<file path="src/sv/tpa_pkg.sv">
// Package for the triangle primitive assembler.
// Holds command, mode and status codes and the shared check struct.
// No dependencies.
`timescale 1ns / 1ps

package tpa_pkg;

  localparam int INDEX_BITS_DEF = 16;

  localparam logic CMD_START   = 1'b0;
  localparam logic CMD_ADVANCE = 1'b1;

  localparam logic [1:0] MODE_LIST  = 2'd0;
  localparam logic [1:0] MODE_STRIP = 2'd1;
  localparam logic [1:0] MODE_FAN   = 2'd2;

  localparam logic [1:0] ST_VERTEX = 2'd0;
  localparam logic [1:0] ST_ACCEPT = 2'd1;
  localparam logic [1:0] ST_REJECT = 2'd2;
  localparam logic [1:0] ST_IDLE   = 2'd3;

  localparam logic [1:0] CORNER_FIRST = 2'd0;
  localparam logic [1:0] CORNER_MID   = 2'd1;
  localparam logic [1:0] CORNER_LAST  = 2'd2;

  // Result of the count check on a start transaction
  typedef struct packed {
    logic ok;       // count legal for the mode
    logic nonzero;  // expanded list has at least one vertex
  } start_chk_t;

endpackage

</file>
<file path="src/sv/triangle_primitive_assembler.sv">
// Top level of the triangle primitive assembler: input register, draw state,
// result register. Depends on tpa_pkg, tpa_count_check and tpa_corner.
//
//   channel | handshake            | fields                                          | role
//   in      | in_valid/in_ready    | cmd, first_vertex, vertex_count, prim_mode      | sink
//   out     | out_valid/out_ready  | vertex_element, triangle_start, last_vertex, status | source
//
// One transaction per cycle sustained while the output is not stalled; each input gives exactly one result.
// The accepting edge loads the input register; the result register and out_valid
// load from it once the output can move on.
// Synchronous active-high reset clears draw state and both valid flags.
// Output stall holds the result register and the input register; in_ready
// drops only while the input register is full and cannot move on.
`timescale 1ns / 1ps

module triangle_primitive_assembler #(
  parameter int INDEX_BITS = tpa_pkg::INDEX_BITS_DEF
) (
  input  logic                  clk,
  input  logic                  rst,
  input  logic                  in_valid,
  output logic                  in_ready,
  input  logic                  cmd,
  input  logic [INDEX_BITS-1:0] first_vertex,
  input  logic [INDEX_BITS-1:0] vertex_count,
  input  logic [1:0]            prim_mode,
  output logic                  out_valid,
  input  logic                  out_ready,
  output logic [INDEX_BITS:0]   vertex_element,
  output logic                  triangle_start,
  output logic                  last_vertex,
  output logic [1:0]            status
);
  import tpa_pkg::*;

  // input register
  logic                  in_q_valid;
  logic                  cmd_q;
  logic [INDEX_BITS-1:0] first_q;
  logic [INDEX_BITS-1:0] count_q;
  logic [1:0]            mode_q;

  // draw state
  logic                  draw_active;
  logic [1:0]            held_mode;
  logic [INDEX_BITS-1:0] held_first;
  logic [INDEX_BITS+1:0] vertices_left;
  logic [INDEX_BITS-1:0] triangle_number;
  logic [1:0]            corner_number;

  logic                  draw_active_next;
  logic [1:0]            held_mode_next;
  logic [INDEX_BITS-1:0] held_first_next;
  logic [INDEX_BITS+1:0] vertices_left_next;
  logic [INDEX_BITS-1:0] triangle_number_next;
  logic [1:0]            corner_number_next;

  logic [INDEX_BITS:0]   elem_next;
  logic                  tstart_next;
  logic                  last_next;
  logic [1:0]            status_next;

  start_chk_t            chk;
  logic [INDEX_BITS+1:0] total;
  logic [INDEX_BITS:0]   corner_elem;
  logic                  advance;

  assign advance  = in_q_valid && (!out_valid || out_ready);
  assign in_ready = !in_q_valid || advance;

  tpa_count_check #(.INDEX_BITS(INDEX_BITS)) u_check (
    .vertex_count (count_q),
    .prim_mode    (mode_q),
    .chk          (chk),
    .total        (total)
  );

  tpa_corner #(.INDEX_BITS(INDEX_BITS)) u_corner (
    .held_mode       (held_mode),
    .held_first      (held_first),
    .triangle_number (triangle_number),
    .corner_number   (corner_number),
    .element         (corner_elem)
  );

  always_comb begin
    draw_active_next     = draw_active;
    held_mode_next       = held_mode;
    held_first_next      = held_first;
    vertices_left_next   = vertices_left;
    triangle_number_next = triangle_number;
    corner_number_next   = corner_number;
    elem_next            = '0;
    tstart_next          = 1'b0;
    last_next            = 1'b0;
    status_next          = ST_IDLE;

    if (cmd_q == CMD_START) begin
      triangle_number_next = '0;
      corner_number_next   = CORNER_FIRST;
      if (chk.ok) begin
        held_mode_next     = mode_q;
        held_first_next    = first_q;
        vertices_left_next = total;
        draw_active_next   = chk.nonzero;
        status_next        = ST_ACCEPT;
      end else begin
        vertices_left_next = '0;
        draw_active_next   = 1'b0;
        status_next        = ST_REJECT;
      end
    end else if (draw_active && vertices_left != '0) begin
      elem_next          = corner_elem;
      tstart_next        = (corner_number == CORNER_FIRST);
      last_next          = (vertices_left == (INDEX_BITS+2)'(1));
      status_next        = ST_VERTEX;
      vertices_left_next = vertices_left - (INDEX_BITS+2)'(1);
      draw_active_next   = (vertices_left != (INDEX_BITS+2)'(1));
      if (corner_number >= CORNER_LAST) begin
        corner_number_next   = CORNER_FIRST;
        triangle_number_next = triangle_number + INDEX_BITS'(1);
      end else begin
        corner_number_next = corner_number + 2'd1;
      end
    end
  end

  always_ff @(posedge clk) begin
    if (rst) begin
      in_q_valid <= 1'b0;
    end else if (in_ready) begin
      in_q_valid <= in_valid;
    end
  end

  always_ff @(posedge clk) begin
    if (in_valid && in_ready) begin
      cmd_q   <= cmd;
      first_q <= first_vertex;
      count_q <= vertex_count;
      mode_q  <= prim_mode;
    end
  end

  always_ff @(posedge clk) begin
    if (rst) begin
      draw_active     <= 1'b0;
      held_mode       <= MODE_LIST;
      held_first      <= '0;
      vertices_left   <= '0;
      triangle_number <= '0;
      corner_number   <= CORNER_FIRST;
    end else if (advance) begin
      draw_active     <= draw_active_next;
      held_mode       <= held_mode_next;
      held_first      <= held_first_next;
      vertices_left   <= vertices_left_next;
      triangle_number <= triangle_number_next;
      corner_number   <= corner_number_next;
    end
  end

  always_ff @(posedge clk) begin
    if (rst) begin
      out_valid <= 1'b0;
    end else if (advance) begin
      out_valid <= 1'b1;
    end else if (out_ready) begin
      out_valid <= 1'b0;
    end
  end

  always_ff @(posedge clk) begin
    if (advance) begin
      vertex_element <= elem_next;
      triangle_start <= tstart_next;
      last_vertex    <= last_next;
      status         <= status_next;
    end
  end

endmodule

</file>
<file path="src/sv/tpa_count_check.sv">
// Count check for a start transaction: legality per mode and expanded length.
// Depends on tpa_pkg.
`timescale 1ns / 1ps

module tpa_count_check #(
  parameter int INDEX_BITS = tpa_pkg::INDEX_BITS_DEF
) (
  input  logic [INDEX_BITS-1:0] vertex_count,
  input  logic [1:0]            prim_mode,
  output tpa_pkg::start_chk_t   chk,
  output logic [INDEX_BITS+1:0] total
);
  import tpa_pkg::*;

  // count mod 3 via base-4 digit sum (4 = 1 mod 3)
  localparam int DIGITS = (INDEX_BITS + 1) / 2;
  localparam int PAD_W  = 2 * DIGITS;
  localparam int SUM_W  = $clog2(3 * DIGITS + 1);

  logic [PAD_W-1:0] cnt_pad;
  logic [SUM_W-1:0] dsum;
  logic [7:0]       fold0;
  logic [3:0]       fold1;
  logic [2:0]       fold2;
  logic             div3;
  logic [INDEX_BITS-1:0] cnt_m2;
  logic [INDEX_BITS+1:0] cnt_m2_x;

  always_comb begin
    cnt_pad = PAD_W'(vertex_count);
    dsum = '0;
    for (int i = 0; i < DIGITS; i++) begin
      dsum = dsum + SUM_W'(cnt_pad[2*i +: 2]);
    end
    fold0 = 8'(dsum);
    fold1 = 4'(fold0[7:6]) + 4'(fold0[5:4]) + 4'(fold0[3:2]) + 4'(fold0[1:0]);
    fold2 = 3'(fold1[3:2]) + 3'(fold1[1:0]);
    div3  = (fold2 == 3'd0) || (fold2 == 3'd3) || (fold2 == 3'd6);
  end

  assign cnt_m2   = vertex_count - INDEX_BITS'(2);
  assign cnt_m2_x = (INDEX_BITS+2)'(cnt_m2);

  always_comb begin
    chk   = '0;
    total = '0;
    unique case (prim_mode)
      MODE_LIST: begin
        chk.ok      = div3;
        chk.nonzero = (vertex_count != '0);
        total       = (INDEX_BITS+2)'(vertex_count);
      end
      MODE_STRIP, MODE_FAN: begin
        chk.ok      = (vertex_count >= INDEX_BITS'(3));
        chk.nonzero = 1'b1;
        total       = (cnt_m2_x << 1) + cnt_m2_x;
      end
      default: begin
        chk.ok      = 1'b0;
        chk.nonzero = 1'b0;
      end
    endcase
  end

endmodule

</file>
<file path="src/sv/tpa_corner.sv">
// Element number of the current corner for list, strip and fan draws.
// Depends on tpa_pkg.
`timescale 1ns / 1ps

module tpa_corner #(
  parameter int INDEX_BITS = tpa_pkg::INDEX_BITS_DEF
) (
  input  logic [1:0]            held_mode,
  input  logic [INDEX_BITS-1:0] held_first,
  input  logic [INDEX_BITS-1:0] triangle_number,
  input  logic [1:0]            corner_number,
  output logic [INDEX_BITS:0]   element
);
  import tpa_pkg::*;

  logic [INDEX_BITS+1:0] t_x;
  logic [INDEX_BITS+1:0] c_x;
  logic [INDEX_BITS+1:0] off;
  logic [INDEX_BITS+1:0] sum;

  assign t_x = (INDEX_BITS+2)'(triangle_number);
  assign c_x = (INDEX_BITS+2)'(corner_number);

  always_comb begin
    unique case (held_mode)
      MODE_STRIP: begin
        // odd strip triangles swap the first two corners
        if (triangle_number[0] && corner_number == CORNER_FIRST) begin
          off = t_x + (INDEX_BITS+2)'(1);
        end else if (triangle_number[0] && corner_number == CORNER_MID) begin
          off = t_x;
        end else begin
          off = t_x + c_x;
        end
      end
      MODE_FAN: begin
        off = (corner_number == CORNER_FIRST) ? '0 : t_x + c_x;
      end
      default: begin
        off = (t_x << 1) + t_x + c_x;
      end
    endcase
  end

  assign sum     = (INDEX_BITS+2)'(held_first) + off;
  assign element = sum[INDEX_BITS:0];

endmodule

</file>
<file path="config.mk">
export PLATFORM = sky130hd
export DESIGN_NAME = triangle_primitive_assembler
export DESIGN_NICKNAME = d
export VERILOG_FILES = /design/src/sv/tpa_pkg.sv /design/src/sv/triangle_primitive_assembler.sv /design/src/sv/tpa_count_check.sv /design/src/sv/tpa_corner.sv
export SDC_FILE = /design/constraint.sdc
export NUM_CORES = 1
export LEC_CHECK = 0
export ABC_AREA = 1
export BUFFER_PORTS_ARGS = -buffer_cell sky130_fd_sc_hd__buf_2
export CAP_MARGIN = 20
export CORE_UTILIZATION = 55
export DETAILED_ROUTE_END_ITERATION = 12
export PLACE_DENSITY = 0.72
export RECOVER_POWER = 25
export SETUP_SLACK_MARGIN = 0.02
export SLEW_MARGIN = 20
export SYNTH_ARGS = -nofsm -noshare
export SYNTH_HDL_FRONTEND = slang
export SYNTH_SLANG_ARGS = --single-unit
</file>
<file path="constraint.sdc">
create_clock -name clk -period 16.1 [get_ports clk]
set_clock_uncertainty 0.05 [all_clocks]
set_input_delay 0 -clock clk [delete_from_list [all_inputs] [get_ports clk]]
set_output_delay 0 -clock clk [all_outputs]
set_load 0.02 [all_outputs]
</file>
==> results.ini <==
[outcome]
outcome=finished clean

[route]
wl_per_cell_um=14.9
highest_layer=met4
first_iter_violations=974
wl_met1_um=11800
route.met3.wl_um=1750
postRouteWirelength_um=25000
via_count=9166
ant_nets=0
drc=0
wl_met2_um=11100
viasPerCell=5.48
drt-pass1-iter-count=6

[worst_setup_path]
crit_path_max_fanout=35
critical-path-max-stage-delay_ns=0.56
required_ns=16.32
path_common_cell=fa_1
slowest_stage=fa_1
crit_arrival_ns=7.17
path_buf_inv=6
cp-start-kind=register
endpoint_kind=register
cp_top_family=adder cells
critPathKind=register to register

[pwr]
p_leak_nw=5.14
peakVddDrop_uv=105
power_density_nw_per_um2=104

[global_routing]
grt_pass1_vias=8445
grt_pass1_wl_um=41400
antenna_found_initial=0
grt_max_degree=43
grtUsageTotal=0.294
grt_overflow=0

[clock_network]
clockBufferDepth=2
cts_buffers=17
cts-root-buf=clkbuf_16
htreeDepth=4
post_cts.repair.setup_buffers=0
clock_sinks=113
cts_tree=yes
clkTransAtPathRegs_ns=0.06
clk_latency_ns=0.42

[timing]
fin_crit_ns=6.96
period_share=0.432
setup_viol=0
rsz0062_at_grt=no
hold-worst-slack_ns=0.122
tns_ns=0
slew_violations=0
slew_headroom=0.419
tightest_slew_ns=0.870
hold_viol=0
timing.fmax_mhz=144

[floorplan]
rows=47
io_pins=62
core_um2=16700
initial_core_util=0.566
die_w_um=133
die_area_um2=17700
die_h_um=133

[cells_and_area]
finalNetCount=1580
fin_area_um2=10800
area_growth_pct=14.6
drive_above_1_share=0.0763
fillerInstances=1525
antennaDiodeCount=0

[placement]
port_buffers=61
gp_congestion=0.929
placed_cell_area_um2=9890
dp_hpwl_um=18100

[logic_synthesis]
yosysWarnings=0
syn_nets=1486
netlist_instances=1347
netlist.area_leader.share=0.178
synth_edf_count=56
synth_top_area_cell=edfxtp_1
async_flop_share=0
synth.avg_cell_area_um2=7.02
ys.flop_type=dfxtp_1
synth_area_um2=9460
synth_cell_types=50
ys_seq_area_frac=0.298
synthTopCellsByArea=edfxtp_1 (18%), nand2_1 (13%), dfxtp_1 (12%)
ys_ff_latch=113

[hold_path]
hold_class=primary input to register

[job]
cap_violations=0

-- cell usage in the layout (no fill, tap or decap), types with 39 or more instances in the layout --
master / instances
dfxtp_1: 57
nor2_1: 145
nand2_1: 323
inv_1: 181
xor2_1: 40
edfxtp_1: 56
o21ai_0: 79
buf_2: 46
a21oi_1: 125
ha_1: 83
dlygate4sd3_1: 39
nand3_1: 96
-- logic make-up after synthesis --
group / Yosys count / synth area share
AOI/OAI and AO/OA: 247 / 0.140
DFF: 113 / 0.298
adders and majority gates: 100 / 0.146
xor gates and xnor gates: 48 / 0.0444
buffers and inverters: 216 / 0.0924
and+or+nand+nor: 623 / 0.279
-- state kept, by name, indices dropped and copies added (netlist names) --
name,flops
cmd_q,1
corner_number,2
count_q,16
draw_active,1
first_q,16
held_first,16
held_mode,2
in_q_valid,1
last_vertex,1
mode_q,2
out_valid,1
status,2
triangle_number,16
triangle_start,1
vertex_element,17
vertices_left,18
-- what timing repair did --
action                    CTS  global route
gates resized for setup     0             0
hold endpoints to repair   37             0
hold buffers               39             0
-- final cells by class --
class	instances	area, um^2	area share
multi-input combinational	1018	5760	0.532
tap	220	275	0.0254
timing repair buffer	102	692	0.0638
clock inverter	15	150	0.0139
clock buffer	17	425	0.0392
sequential	113	2820	0.260
inverter	189	712	0.0657
-- Yosys cell counts (3+ instances only) --
cell and number:
inv_2 5, nand2_1 323, clkbuf_1 14, edfxtp_1 56, o21ai_1 10, a31oi_1 6
nand2_4 3, nor2_1 145, a21oi_1 125, nand3_1 96, fa_1 17, o21ai_0 79
buf_6 5, ha_1 83, nor3_1 14, nand2_2 5, xor2_1 40, inv_1 182
nand3b_1 9, xnor2_1 8, buf_2 4, o211ai_1 4, dfxtp_1 57, nand4_1 10
nor2_2 7, o22ai_1 5, or2_2 3
-- power breakdown --
group	total (mW)	switching, mW	internal [mW]
clock	0.371	0.154	0.217
combinational	0.420	0.261	0.159
sequential	0.336	0.0161	0.320
total	1.13	0.431	0.696
-- worst reg2reg max path, delay by kind of cell, from the launching register on --
family,cells,cell delay [ns]
compound gates,2,0.25
buf+inv,6,0.77
flops,1,0.46
xor+xnor,1,0.15
fa+ha+maj,12,4.39
simple gates,5,0.72
-- routing by layer --
layer | track usage | up-vias
met2 | 0.466 | 328
met1 | 0.421 | 4186
met5 | 0 | -
met4 | 0.0701 | 0
met3 | 0.0460 | 39
li1 | - | 4613
-- worst paths after layout --
check	start	endpoint	slack, ns	cells past startpoint
max	count_q[0]$_DFFE_PP_	held_first[11]$_SDFFE_PP0P_	9.14	26
min	rst	triangle_number[4]$_SDFFE_PP0P_	0.12	2
max reg2reg	count_q[0]$_DFFE_PP_	held_first[11]$_SDFFE_PP0P_	9.14	26
min reg2reg	held_first[4]$_SDFFE_PP0P_	held_first[4]$_SDFFE_PP0P_	0.42	2
-- stage by stage --
stage               total power [mW]  utilization  setup slack, ns  instances
global placement               0.730        0.592             9.40       1603
floorplan                      0.655            -            10.01       1347
global route                    1.21        0.649             8.74       1674
detailed placement             0.743        0.592             9.23       1603
CTS                             1.13        0.650             9.16       1674
finish                          1.13        0.649             9.14       1674
(Power assumes the default switching activity.)
